$ cat src/rtl/core/sha256_pkg.sv
// sha256_pkg: shared types, constants and round functions for the sha-256 hasher
// no dependencies
package sha256_pkg;

    localparam int unsigned WordWidth   = 32;
    localparam int unsigned BlockBytes  = 64;
    localparam int unsigned LenBytePos  = 56;
    localparam logic [7:0]  PadByte     = 8'h80;
    localparam logic [63:0] BlockBits   = 64'd512;

    typedef enum logic {
        OP_ABSORB = 1'b0,
        OP_FINISH = 1'b1
    } op_t;

    typedef struct packed {
        logic       opcode;
        logic [7:0] data_byte;
    } in_beat_t;

    typedef struct packed {
        logic [31:0] digest_word;
        logic [2:0]  word_index;
        logic        last_word;
    } out_beat_t;

    typedef enum logic [2:0] {
        ST_IDLE,
        ST_LOAD,
        ST_ROUND,
        ST_UPDATE,
        ST_PAD,
        ST_EMIT
    } state_t;

    // commands from controller to datapath
    typedef struct packed {
        logic       write_byte;
        logic [5:0] byte_addr;
        logic [7:0] byte_value;
        logic       load_init;
        logic       round_en;
        logic [5:0] round_idx;
        logic       update_hash;
        logic       reset_hash;
        logic [2:0] emit_idx;
    } dp_cmd_t;

    localparam logic [31:0] InitHash [8] = '{
        32'h6a09e667, 32'hbb67ae85, 32'h3c6ef372, 32'ha54ff53a,
        32'h510e527f, 32'h9b05688c, 32'h1f83d9ab, 32'h5be0cd19
    };

    localparam logic [31:0] RoundK [64] = '{
        32'h428a2f98, 32'h71374491, 32'hb5c0fbcf, 32'he9b5dba5,
        32'h3956c25b, 32'h59f111f1, 32'h923f82a4, 32'hab1c5ed5,
        32'hd807aa98, 32'h12835b01, 32'h243185be, 32'h550c7dc3,
        32'h72be5d74, 32'h80deb1fe, 32'h9bdc06a7, 32'hc19bf174,
        32'he49b69c1, 32'hefbe4786, 32'h0fc19dc6, 32'h240ca1cc,
        32'h2de92c6f, 32'h4a7484aa, 32'h5cb0a9dc, 32'h76f988da,
        32'h983e5152, 32'ha831c66d, 32'hb00327c8, 32'hbf597fc7,
        32'hc6e00bf3, 32'hd5a79147, 32'h06ca6351, 32'h14292967,
        32'h27b70a85, 32'h2e1b2138, 32'h4d2c6dfc, 32'h53380d13,
        32'h650a7354, 32'h766a0abb, 32'h81c2c92e, 32'h92722c85,
        32'ha2bfe8a1, 32'ha81a664b, 32'hc24b8b70, 32'hc76c51a3,
        32'hd192e819, 32'hd6990624, 32'hf40e3585, 32'h106aa070,
        32'h19a4c116, 32'h1e376c08, 32'h2748774c, 32'h34b0bcb5,
        32'h391c0cb3, 32'h4ed8aa4a, 32'h5b9cca4f, 32'h682e6ff3,
        32'h748f82ee, 32'h78a5636f, 32'h84c87814, 32'h8cc70208,
        32'h90befffa, 32'ha4506ceb, 32'hbef9a3f7, 32'hc67178f2
    };

    function automatic logic [31:0] rotr(input logic [31:0] x, input int unsigned n);
        rotr = (x >> n) | (x << (32 - n));
    endfunction

    function automatic logic [31:0] big_sigma0(input logic [31:0] x);
        big_sigma0 = rotr(x, 2) ^ rotr(x, 13) ^ rotr(x, 22);
    endfunction

    function automatic logic [31:0] big_sigma1(input logic [31:0] x);
        big_sigma1 = rotr(x, 6) ^ rotr(x, 11) ^ rotr(x, 25);
    endfunction

    function automatic logic [31:0] small_sigma0(input logic [31:0] x);
        small_sigma0 = rotr(x, 7) ^ rotr(x, 18) ^ (x >> 3);
    endfunction

    function automatic logic [31:0] small_sigma1(input logic [31:0] x);
        small_sigma1 = rotr(x, 17) ^ rotr(x, 19) ^ (x >> 10);
    endfunction

endpackage

$ cat src/rtl/core/sha256_ram.sv
// sha256_ram: generic simple dual-port ram (one write port, one read port) with registered read
// no dependencies
module sha256_ram #(
    parameter int unsigned Width = 8,
    parameter int unsigned Depth = 64
) (
    input  logic                     clk,
    input  logic                     we,
    input  logic [$clog2(Depth)-1:0] waddr,
    input  logic [Width-1:0]         wdata,
    input  logic [$clog2(Depth)-1:0] raddr,
    output logic [Width-1:0]         rdata
);

    logic [Width-1:0] mem [Depth];

    // write port and registered read
    always_ff @(posedge clk)
    begin
        if (we)
        begin
            mem[waddr] <= wdata;
        end
        rdata <= mem[raddr];
    end

endmodule

$ cat src/rtl/core/sha256_datapath.sv
// sha256_datapath: block buffer, schedule window, round registers and hash words
// depends on sha256_pkg and sha256_ram
module sha256_datapath
    import sha256_pkg::*;
(
    input  logic        clk,
    input  logic        rst_n,
    input  dp_cmd_t     cmd,
    input  logic [5:0]  load_addr,
    input  logic        load_en,
    output logic [31:0] emit_word
);

    logic [7:0]  rd_byte;
    logic [31:0] w_reg [16];
    logic [31:0] w_next_word;
    logic [31:0] v_reg [8];
    logic [31:0] h_reg [8];
    logic [31:0] shift_word;
    logic [31:0] t1;
    logic [31:0] t2;
    logic [31:0] w_cur;
    logic        w_fresh;

    // block byte buffer
    sha256_ram #(
        .Width (8),
        .Depth (BlockBytes)
    ) u_block_ram (
        .clk   (clk),
        .we    (cmd.write_byte),
        .waddr (cmd.byte_addr),
        .wdata (cmd.byte_value),
        .raddr (load_addr),
        .rdata (rd_byte)
    );

    // byte packing into the window: new byte enters at the bottom of w[15]
    assign shift_word = {w_reg[15][23:0], rd_byte};

    // schedule expansion, from round 16 on the window holds the last sixteen words at w[0..15]
    assign w_next_word = small_sigma1(w_reg[14]) + w_reg[9] + small_sigma0(w_reg[1]) + w_reg[0];
    assign w_fresh     = (cmd.round_idx >= 6'd16);
    assign w_cur       = w_fresh ? w_next_word : w_reg[0];

    // round function
    assign t1 = v_reg[7] + big_sigma1(v_reg[4])
              + ((v_reg[4] & v_reg[5]) ^ (~v_reg[4] & v_reg[6]))
              + RoundK[cmd.round_idx] + w_cur;
    assign t2 = big_sigma0(v_reg[0])
              + ((v_reg[0] & v_reg[1]) ^ (v_reg[0] & v_reg[2]) ^ (v_reg[1] & v_reg[2]));

    // schedule window, a word moves down each round, and while loading as the first byte of the next one arrives
    always_ff @(posedge clk)
    begin
        if (load_en)
        begin
            w_reg[15] <= shift_word;
            for (int i = 0; i < 15; i++)
            begin
                if (load_addr[1:0] == 2'd1)
                begin
                    w_reg[i] <= w_reg[i + 1];
                end
            end
        end
        else if (cmd.round_en)
        begin
            for (int i = 0; i < 15; i++)
            begin
                w_reg[i] <= w_reg[i + 1];
            end
            w_reg[15] <= w_cur;
        end
    end

    // working variables
    always_ff @(posedge clk)
    begin
        if (cmd.load_init)
        begin
            for (int i = 0; i < 8; i++)
            begin
                v_reg[i] <= h_reg[i];
            end
        end
        else if (cmd.round_en)
        begin
            v_reg[0] <= t1 + t2;
            v_reg[1] <= v_reg[0];
            v_reg[2] <= v_reg[1];
            v_reg[3] <= v_reg[2];
            v_reg[4] <= v_reg[3] + t1;
            v_reg[5] <= v_reg[4];
            v_reg[6] <= v_reg[5];
            v_reg[7] <= v_reg[6];
        end
    end

    // hash words
    always_ff @(posedge clk or negedge rst_n)
    begin
        if (!rst_n)
        begin
            for (int i = 0; i < 8; i++)
            begin
                h_reg[i] <= InitHash[i];
            end
        end
        else if (cmd.reset_hash)
        begin
            for (int i = 0; i < 8; i++)
            begin
                h_reg[i] <= InitHash[i];
            end
        end
        else if (cmd.update_hash)
        begin
            for (int i = 0; i < 8; i++)
            begin
                h_reg[i] <= h_reg[i] + v_reg[i];
            end
        end
    end

    assign emit_word = h_reg[cmd.emit_idx];

endmodule

$ cat src/rtl/core/sha256_ctrl.sv
// sha256_ctrl: sequencer for absorb, padding, compression and digest output
// depends on sha256_pkg
module sha256_ctrl
    import sha256_pkg::*;
(
    input  logic        clk,
    input  logic        rst_n,
    input  logic        in_fire,
    input  in_beat_t    in_beat,
    output logic        in_ready,
    input  logic        out_taken,
    output logic        out_busy,
    output logic [2:0]  out_idx,
    output logic        out_load,
    output dp_cmd_t     cmd,
    output logic [5:0]  load_addr,
    output logic        load_en
);

    state_t      state_reg, state_next;
    logic [5:0]  pend_reg, pend_next;
    logic [63:0] bits_reg, bits_next;
    logic [63:0] total_reg, total_next;
    logic [6:0]  cnt_reg, cnt_next;
    logic        fin_reg, fin_next;
    logic        second_reg, second_next;
    logic        tail_reg, tail_next;
    logic [5:0]  pad_reg, pad_next;
    logic [3:0]  emit_reg, emit_next;
    logic        byte_ok;

    // next state
    always_comb
    begin
        state_next  = state_reg;
        pend_next   = pend_reg;
        bits_next   = bits_reg;
        total_next  = total_reg;
        cnt_next    = cnt_reg;
        fin_next    = fin_reg;
        second_next = second_reg;
        tail_next   = tail_reg;
        pad_next    = pad_reg;
        emit_next   = emit_reg;
        case (state_reg)
            ST_IDLE:
            begin
                if (in_fire)
                begin
                    if (in_beat.opcode == OP_ABSORB)
                    begin
                        pend_next = pend_reg + 6'd1;
                        if (pend_reg == 6'd63)
                        begin
                            bits_next = bits_reg + BlockBits;
                            fin_next  = 1'b0;
                            cnt_next  = '0;
                            state_next = ST_LOAD;
                        end
                    end
                    else
                    begin
                        total_next  = bits_reg + {55'd0, pend_reg, 3'd0};
                        fin_next    = 1'b1;
                        second_next = (pend_reg >= 6'(LenBytePos));
                        tail_next   = 1'b0;
                        pad_next    = pend_reg;
                        state_next  = ST_PAD;
                    end
                end
            end
            ST_PAD:
            begin
                // one byte position per cycle until the block is full; the first pass writes from the pending count on
                pad_next = pad_reg + 6'd1;
                if (pad_reg == 6'd63)
                begin
                    cnt_next   = '0;
                    state_next = ST_LOAD;
                end
            end
            ST_LOAD:
            begin
                // reads every block address, then takes in the byte of the last registered read
                cnt_next = cnt_reg + 7'd1;
                if (cnt_reg == 7'd64)
                begin
                    cnt_next   = '0;
                    state_next = ST_ROUND;
                end
            end
            ST_ROUND:
            begin
                cnt_next = cnt_reg + 7'd1;
                if (cnt_reg == 7'd63)
                begin
                    state_next = ST_UPDATE;
                end
            end
            ST_UPDATE:
            begin
                if (!fin_reg)
                begin
                    pend_next  = '0;
                    state_next = ST_IDLE;
                end
                else if (second_reg)
                begin
                    second_next = 1'b0;
                    tail_next   = 1'b1;
                    pad_next    = '0;
                    state_next  = ST_PAD;
                end
                else
                begin
                    tail_next  = 1'b0;
                    emit_next  = '0;
                    state_next = ST_EMIT;
                end
            end
            ST_EMIT:
            begin
                if (out_taken)
                begin
                    emit_next = emit_reg + 4'd1;
                    if (emit_reg == 4'd7)
                    begin
                        pend_next  = '0;
                        bits_next  = '0;
                        fin_next   = 1'b0;
                        state_next = ST_IDLE;
                    end
                end
            end
            default:
            begin
                state_next = ST_IDLE;
            end
        endcase
    end

    always_ff @(posedge clk or negedge rst_n)
    begin
        if (!rst_n)
        begin
            state_reg  <= ST_IDLE;
            pend_reg   <= '0;
            bits_reg   <= '0;
            total_reg  <= '0;
            cnt_reg    <= '0;
            fin_reg    <= 1'b0;
            second_reg <= 1'b0;
            tail_reg   <= 1'b0;
            pad_reg    <= '0;
            emit_reg   <= '0;
        end
        else
        begin
            state_reg  <= state_next;
            pend_reg   <= pend_next;
            bits_reg   <= bits_next;
            total_reg  <= total_next;
            cnt_reg    <= cnt_next;
            fin_reg    <= fin_next;
            second_reg <= second_next;
            tail_reg   <= tail_next;
            pad_reg    <= pad_next;
            emit_reg   <= emit_next;
        end
    end

    // padding byte for the current pad position
    function automatic logic [7:0] pad_byte(input logic [5:0] pos, input logic [5:0] start,
                                            input logic first, input logic extra,
                                            input logic [63:0] len);
        logic [7:0] b;
        b = 8'h00;
        if (first && pos == start)
        begin
            b = PadByte;
        end
        else if (pos >= 6'(LenBytePos) && !extra)
        begin
            b = len[8 * (7 - int'(pos[2:0])) +: 8];
        end
        pad_byte = b;
    endfunction

    // outputs
    always_comb
    begin
        byte_ok          = 1'b0;
        cmd              = '0;
        in_ready         = 1'b0;
        out_busy         = 1'b0;
        out_load         = 1'b0;
        load_en          = 1'b0;
        load_addr        = cnt_reg[5:0];
        cmd.emit_idx     = emit_reg[2:0];
        out_idx          = emit_reg[2:0];
        case (state_reg)
            ST_IDLE:
            begin
                in_ready       = 1'b1;
                byte_ok        = in_fire && (in_beat.opcode == OP_ABSORB);
                cmd.write_byte = byte_ok;
                cmd.byte_addr  = pend_reg;
                cmd.byte_value = in_beat.data_byte;
            end
            ST_PAD:
            begin
                // first pass starts at the pending count, the extra block is written whole
                cmd.write_byte = tail_reg || (pad_reg >= pend_reg);
                cmd.byte_addr  = pad_reg;
                cmd.byte_value = pad_byte(pad_reg, pend_reg, !tail_reg, second_reg, total_reg);
            end
            ST_LOAD:
            begin
                load_en        = (cnt_reg != 7'd0);
                load_addr      = cnt_reg[5:0];
                cmd.load_init  = (cnt_reg == 7'd64);
            end
            ST_ROUND:
            begin
                cmd.round_en  = 1'b1;
                cmd.round_idx = cnt_reg[5:0];
            end
            ST_UPDATE:
            begin
                cmd.update_hash = 1'b1;
            end
            ST_EMIT:
            begin
                out_busy = 1'b1;
                out_load = 1'b1;
                cmd.reset_hash = out_taken && (emit_reg == 4'd7);
            end
            default:
            begin
                cmd = '0;
            end
        endcase
    end

`ifndef SYNTHESIS
    // pending count moves only in idle, after a full block is compressed or when a message ends; checked in rounds
    a_pend_stable: assert property (@(posedge clk) disable iff (!rst_n)
        (state_reg == ST_ROUND) |=> $stable(pend_reg))
        else $error("pending count moved during compression");
    // the round state hands over to the update state after round 63
    a_round_exit: assert property (@(posedge clk) disable iff (!rst_n)
        (state_reg == ST_ROUND && cnt_reg == 7'd63) |=> (state_reg == ST_UPDATE))
        else $error("round count mismatch");
    // no input accepted outside idle
    a_ready_idle: assert property (@(posedge clk) disable iff (!rst_n)
        in_ready |-> (state_reg == ST_IDLE))
        else $error("ready outside idle");
`endif

endmodule

$ cat src/rtl/core/sha256_message_hasher.sv
// sha256_message_hasher: streaming sha-256 top level
// depends on sha256_pkg, sha256_ctrl, sha256_datapath, sha256_ram
//
//  channel  | handshake       | payload
//  in       | in_valid/ready  | in_data  (opcode, data_byte)
//  out      | out_valid/ready | out_data (digest_word, word_index, last_word)
//
// absorb beats are taken while idle; every 64th byte starts a block load, the
// rounds and a hash update, and input waits until they are done.
// a finish beat writes padding one byte per cycle (up to 64), compresses once
// or twice, then offers eight digest beats. the single round unit sets the rate.
// reset is asynchronous active low; the hash returns to its initial values.
// a stalled output holds its beat; input is not taken while work is under way.
module sha256_message_hasher
    import sha256_pkg::*;
(
    input  logic      clk,
    input  logic      rst_n,
    input  logic      in_valid,
    output logic      in_ready,
    input  in_beat_t  in_data,
    output logic      out_valid,
    input  logic      out_ready,
    output out_beat_t out_data
);

    dp_cmd_t     cmd;
    logic [5:0]  load_addr;
    logic        load_en;
    logic [31:0] emit_word;
    logic        out_busy;
    logic        out_load;
    logic [2:0]  out_idx;
    logic        in_fire;

    assign in_fire   = in_valid && in_ready;
    assign out_valid = out_busy;

    sha256_ctrl u_ctrl (
        .clk       (clk),
        .rst_n     (rst_n),
        .in_fire   (in_fire),
        .in_beat   (in_data),
        .in_ready  (in_ready),
        .out_taken (out_valid && out_ready),
        .out_busy  (out_busy),
        .out_idx   (out_idx),
        .out_load  (out_load),
        .cmd       (cmd),
        .load_addr (load_addr),
        .load_en   (load_en)
    );

    sha256_datapath u_dp (
        .clk       (clk),
        .rst_n     (rst_n),
        .cmd       (cmd),
        .load_addr (load_addr),
        .load_en   (load_en),
        .emit_word (emit_word)
    );

    // output beat straight from the hash word register
    always_comb
    begin
        out_data.digest_word = emit_word;
        out_data.word_index  = out_idx;
        out_data.last_word   = out_load && (out_idx == 3'd7);
    end

endmodule

$ cat config.mk
export PLATFORM = sky130hd
export DESIGN_NAME = sha256_message_hasher
export DESIGN_NICKNAME = d
export VERILOG_FILES = /design/src/rtl/core/sha256_pkg.sv /design/src/rtl/core/sha256_ram.sv /design/src/rtl/core/sha256_datapath.sv /design/src/rtl/core/sha256_ctrl.sv /design/src/rtl/core/sha256_message_hasher.sv
export SDC_FILE = /design/constraint.sdc
export NUM_CORES = 2
export LEC_CHECK = 0
export ABC_AREA = 0
export BUFFER_PORTS_ARGS = -buffer_cell sky130_fd_sc_hd__buf_2
export CORE_MARGIN = 2
export CORE_UTILIZATION = 45
export CTS_BUF_LIST = sky130_fd_sc_hd__clkbuf_8
export CTS_CLUSTER_DIAMETER = 50
export DETAILED_ROUTE_END_ITERATION = 12
export GPL_ROUTABILITY_DRIVEN = 1
export MAX_ROUTING_LAYER = met4
export PLACE_DENSITY = 0.59
export SLEW_MARGIN = 10
export SYNTH_ARGS = -nofsm -noshare
export SYNTH_HDL_FRONTEND = slang
export SYNTH_SLANG_ARGS = --single-unit
export TNS_END_PERCENT = 20
$ cat constraint.sdc
create_clock -name clk -period 14.2 [get_ports clk]
set_clock_uncertainty 0.15 [all_clocks]
set_input_delay 1.42 -clock clk [delete_from_list [all_inputs] [get_ports clk]]
set_output_delay 1.42 -clock clk [all_outputs]
set_load 0.05 [all_outputs]
# After elaboration in Yosys (flattened, before gate mapping)
# Memories as Yosys holds them, arrays and structs flattened. A register that Yosys moved wholly into a read port is not among the register bits.
# Index checks and enable logic that the tools add are counted.
[classes]
n_addsub = 25
magnitude_cmp = 6
eq_ne = 27
shift = 1
muxes = 110
bitwise_logic = 54
reduce_logical = 29
[op_table]
columns = ["op", "count"]
rows = [
  ["32-bit two-way mux", 29],
  ["32-bit adder", 18],
  ["256-bit two-way mux", 2],
  ["64-bit two-way mux", 5],
  ["32-bit XOR", 9],
  ["32-bit AND", 5],
  ["64-bit case mux with 2 select lines", 1],
  ["32-bit binary-select mux with 3-bit select", 1],
  ["64-bit by 10-bit adder with 64-bit output (second input constant)", 1],
  ["64-bit by 9-bit adder with 64-bit output", 1],
  ["64-bit by 32-bit variable part select with 8-bit output", 1],
  ["6-bit two-way mux", 9],
  ["7-bit two-way mux", 6],
  ["6-bit case mux with 3 select lines", 2],
  ["1-bit two-way mux", 33],
  ["32-bit NOT", 1],
  ["10-bit by 32-bit OR with 32-bit output", 1],
  ["13-bit by 32-bit OR with 32-bit output", 1],
  ["14-bit by 32-bit OR with 32-bit output", 1],
  ["15-bit by 32-bit OR with 32-bit output", 1],
  ["19-bit by 32-bit OR with 32-bit output", 1],
  ["21-bit by 32-bit OR with 32-bit output", 1],
  ["25-bit by 32-bit OR with 32-bit output", 1],
  ["26-bit by 32-bit OR with 32-bit output", 1],
  ["51 further kinds", 120],
]
[word_totals]
reg_bits = 413
ram_bits = 1280
mem_bits_ro = 2048
inputBits = 13
wordCells = 274
memories = 4
[mem_list]
columns = ["name", "depth", "word_bits", "read_ports", "rd_clocked_by_memory_dff", "wr", "line_no", "text"]
rows = [
  ["(no name shown)", 64, 32, 1, 0, 0, "sha256_datapath.sv:49", "+ RoundK[cmd.round_idx] + w_cur;"],
  ["u_dp.u_block_ram.mem", 64, 8, 1, 1, 1, "sha256_ram.sv:15", "logic [Width-1:0] mem [Depth];"],
  ["u_dp.w_reg", 16, 32, 16, 0, 16, "sha256_datapath.sv:15", "logic [31:0] w_reg [16];"],
  ["u_dp.v_reg", 8, 32, 8, 0, 8, "sha256_datapath.sv:17", "logic [31:0] v_reg [8];"],
]

# Longest topological paths before layout
# An unclocked memory read counts as a cell.
[logic_depth]
word_depth = 11
mapped_depth = 47
ltp_nobuf = 45

# Modules after synthesis
# A second synthesis with hierarchy kept.
[hier_totals]
hier_cells = 8173
hier_area_um2 = 95477.8
[by_module_without_submodules]
columns = ["module", "n_inst", "cells_each", "area_each_um2", "seq_area_each_um2"]
rows = [
  ["sha256_datapath", 1, 6245, 66682.7, 29638.4],
  ["sha256_ram", 1, 940, 20161.8, 15534.9],
  ["sha256_ctrl", 1, 985, 8612.0, 3628.5],
  ["sha256_message_hasher", 1, 3, 21.3, 0.0],
]

# Worst setup path before layout
# No wires, ideal clock.
[synth_timing]
path_type = "register to register"
start = "reg u_ctrl.cnt_reg[1]"
end = "mem u_dp.w_reg[0][0], enable pin"
setup_ps = 888
t_arrival_ps = 14101
required_time_ps = 13162
setup_slack_ps = -940
stages_incl_launch_ff = 10
n_path_buf = 3
synth_period_minus_slack_ps = 15140
path_cell_list = "dfrtp_1 -> clkbuf_1 -> clkbuf_1 -> clkbuf_1 -> inv_1 -> ha_1 -> nand3_1 -> o21ai_0 -> a21oi_1 -> o21a_1"
[synth_rtl]
columns = ["item", "line_no", "text"]
rows = [
  ["start: declaration", "sha256_ctrl.sv:24", "logic [6:0] cnt_reg, cnt_next;"],
  ["start signal: assignment", "sha256_ctrl.sv:163", "cnt_reg <= cnt_next;"],
  ["end: declaration", "sha256_datapath.sv:15", ""],
]

==> impl_summary.md <==
Place
The count of buffers inserted at the top-level ports is 50. The estimated wirelength of the detail-placed design is ~200000 µm. The post-placement worst setup slack is 2.56 ns. The final weighted congestion in routability-driven placement is between 0.9 and 1.

Cells and area
After the last flow step, the layout net total stands at between 8000 and 9000. At the end of the flow the core is filled with cells to 49.6%. The library cells used most frequently in the layout, excluding fill and tap cells, are sky130_fd_sc_hd__edfxtp_1, sky130_fd_sc_hd__nand2_1, sky130_fd_sc_hd__o21ai_0, sky130_fd_sc_hd__a21oi_1, sky130_fd_sc_hd__inv_1. From synthesis to final layout, the design area changed by 9.67%. The post-route netlist has around 14% of its cells at a drive strength greater than 1. The most frequent standard cell in the layout excluding fill and tap cells is sky130_fd_sc_hd__edfxtp_1. The filler cells instantiated in the layout total roughly 18000.

Logic synthesis
The flip-flop cell with the highest count after synthesis is sky130_fd_sc_hd__edfxtp_1. The mean area per synthesized cell is 11.9 µm². The synthesized netlist net count is between 8000 and 9000. The post-synthesis instance total is slightly below 8000. The number of distinct standard cells referenced by the synthesized netlist is 94. Counting flops with an async set or reset pin after synthesis yields a share of 23.7%. The fraction of synthesized cell area taken by the top area cell type is 41.6%. Summed over all instances, the cell type with the most area after synthesis is sky130_fd_sc_hd__edfxtp_1. The cell area after synthesis is 0.0925 mm².

During synthesis, Yosys emitted a total of 0 warnings. The sequential area share after synthesis is 52.8%. Counting flops and latches in the post-synthesis netlist gives between 1500 and 2000. By area the synthesized netlist is led by sky130_fd_sc_hd__edfxtp_1, sky130_fd_sc_hd__dfrtp_1, sky130_fd_sc_hd__ha_1, sky130_fd_sc_hd__mux4_2, sky130_fd_sc_hd__fa_1. The count of flip-flops with a built-in enable after synthesis is 1280.

CTS
The clock buffer count from CTS is about 310. The buffer levels on the longest clock path is 4. The number of setup buffers added after CTS is 0. The cell at the root of the clock tree is sky130_fd_sc_hd__clkbuf_8. After clock tree synthesis, the clock-pin slew on the worst setup and hold paths is ~0.06 ns. Clock latency on the worst-skew pair, taken at its later pin, is between 1 and 1.5 ns.

TritonCTS built the clock tree. The H-tree was split into 5 levels. Once the clock tree was built, the resizer swapped 0 gates to a different size.

The total of hold buffers inserted after clock tree synthesis is 0. For this design, the sink count on the clock tree is 1689.

Timing
The part of the cycle the worst path needs is 82.6%. Setup slack on the critical path of the routed design comes to roughly 2.5 ns. The count of final setup violators is 0.

The accumulated negative setup slack is 0 ns. Setup repair after global routing left no endpoint under its margin. The number of hold violations in the final report is 0. The post-route minimum period is 11.73 ns.

For the pin with the worst max-slew slack, the measured transition is 1.34 ns. The final count of pins violating max slew is 0. The worst hold slack is 0.203 ns. The maximum achievable frequency is 85.2 MHz.

The worst slew margin relative to its limit is a little over a tenth.

Floorplan
From bottom edge to top edge, the die measures 457 µm. After floorplanning, the core was divided into 166 placement rows. The number of ports placed on the die boundary is between 50 and 60. Measured along the x axis, the die boundary spans 457 µm. For this configuration, the core starts out at a cell density of 45.3%.

The die covers 0.209 mm². The core region is 0.204 mm².

Global route
Entering global routing, the biggest net connects 190 pins. The initial antenna violation count is 6. The global-route usage over all layers is 27.7%. The residual overflow from global routing is 0.

The number of global-route vias before repair is 61014. The global-route wire length before repair is 418000 µm.

Worst setup path
The slowest stage cell on the critical path is sky130_fd_sc_hd__o311ai_0. Data on the critical path arrives at its endpoint at approximately 12 ns. The maximum single-stage delay on the critical path is 0.92 ns. The worst setup path is captured at a flip-flop. The worst setup path is launched from a flip-flop. For the worst setup path, the data required time is 14.76 ns.

The largest fanout on the critical path is 14. The setup check on the worst reg-to-reg path leaves a slack of 2.47 ns. The startpoint-to-endpoint class of the critical path is reg2reg.

Drt
The detail-routed via count per cell is 5.92. Across all layers, the routed design uses 63906 vias. The number of design rule violations left after detail routing is 0.

In the final routed layout, each cell accounts on average for 26.4 µm. After the first detailed-routing iteration, the DRC count stood at 6988. The detailed-route wire length is 285000 µm. In this run the remaining antenna-violating nets after routing total 0.

The number of iterations in the first detailed-routing pass is 8.

Outcome
The flow ran to the end, and the final reports show no timing, DRC or antenna violations.

Flow run
The number of max-cap violations is 0.

Power
The power per cell area is 168 mW/mm². Across the VDD grid, the largest voltage drop is 0.000174 V. The leakage component of the power is 39.8 nW.

Hold path
The path category of the worst min-delay check is reg2reg.
[worst max-delay path: cells and delay by family, from the launching register on]
kind | cells | cell delay (ns)
simple gates | 5 | 1.39
buf+inv | 5 | 0.64
xor+xnor | 2 | 0.37
compound gates | 17 | 4.57
fa+ha+maj | 8 | 3.59
flops | 1 | 0.65
[cells by family after synthesis]
group,count (synthesis),share of synthesized area [%]
compound gates,1771,11.9
xor+xnor,615,5.85
fa+ha+maj,619,9.90
buf+inv,764,3.12
flops,1689,52.8
mux,382,7.20
simple gates,1953,9.28
[stage by stage]
stage	cell area, µm²	cells	power [mW]
after floorplan	92500	7793	10.8
after global placement	95700	10244	12.6
after detailed placement	95700	10244	12.6
after CTS	101000	10789	17.1
after global routing	101000	10796	17.9
final	101000	10796	17.0
[synth_stat cells, drive strengths merged, types with 66 or more instances]
master  number
edfxtp    1280
nand2      899
o21ai      549
a21oi      487
nor2       452
ha         405
inv        379
xnor2      376
clkbuf     332
dfrtp      265
xor2       237
mux4       213
fa         195
a21o       167
nand3      157
dfstp      136
mux2       134
nor3       114
a31oi       89
nand2b      81
o221ai      66
[layer usage]
metal  global-route usage [%]  wire (µm)  vias to the layer above
met5                        -          0                        -
met4                     7.97       7940                        0
met3                     4.34      18700                      441
met2                     40.0     127000                     2366
met1                     40.4     132000                    32451
li1                         -          -                    28648
[power by group]
group | total [mW] | switching, mW | internal (mW)
combinational | 6.30 | 3.95 | 2.35
sequential | 6.29 | 0.303 | 5.99
clock | 4.42 | 2.08 | 2.33
total | 17.0 | 6.33 | 10.7
[final timing paths]
| kind | from | end | cells past startpoint |
|---|---|---|---|
| worst max register to register | u_ctrl.state_reg[1] | u_dp.v_reg[0][30] | 37 |
| worst min-delay path | u_dp.w_reg[0][256] | u_dp.w_reg[0][224] | 0 |
| worst max-delay path | u_ctrl.state_reg[1] | u_dp.v_reg[0][30] | 37 |
| max in group asynchronous | rst_n | u_dp.h_reg[5] | 3 |
| worst min register to register | u_dp.w_reg[0][256] | u_dp.w_reg[0][224] | 0 |
| min in group asynchronous | rst_n | u_ctrl.bits_reg[58] | 1 |
[area by class of cell]
class | count | area (µm²) | share of cell area, %
tap | 2688 | 3360 | 3.32
multi-input combinational | 5340 | 41000 | 40.4
timing repair buffer | 148 | 1070 | 1.06
antenna | 7 | 17.5 | 0.0173
inverter | 379 | 1420 | 1.40
sequential | 1689 | 48800 | 48.1
clock buffer | 331 | 4560 | 4.49
clock inverter | 214 | 1170 | 1.16
Note: power is estimated with default switching activity, not from simulation.
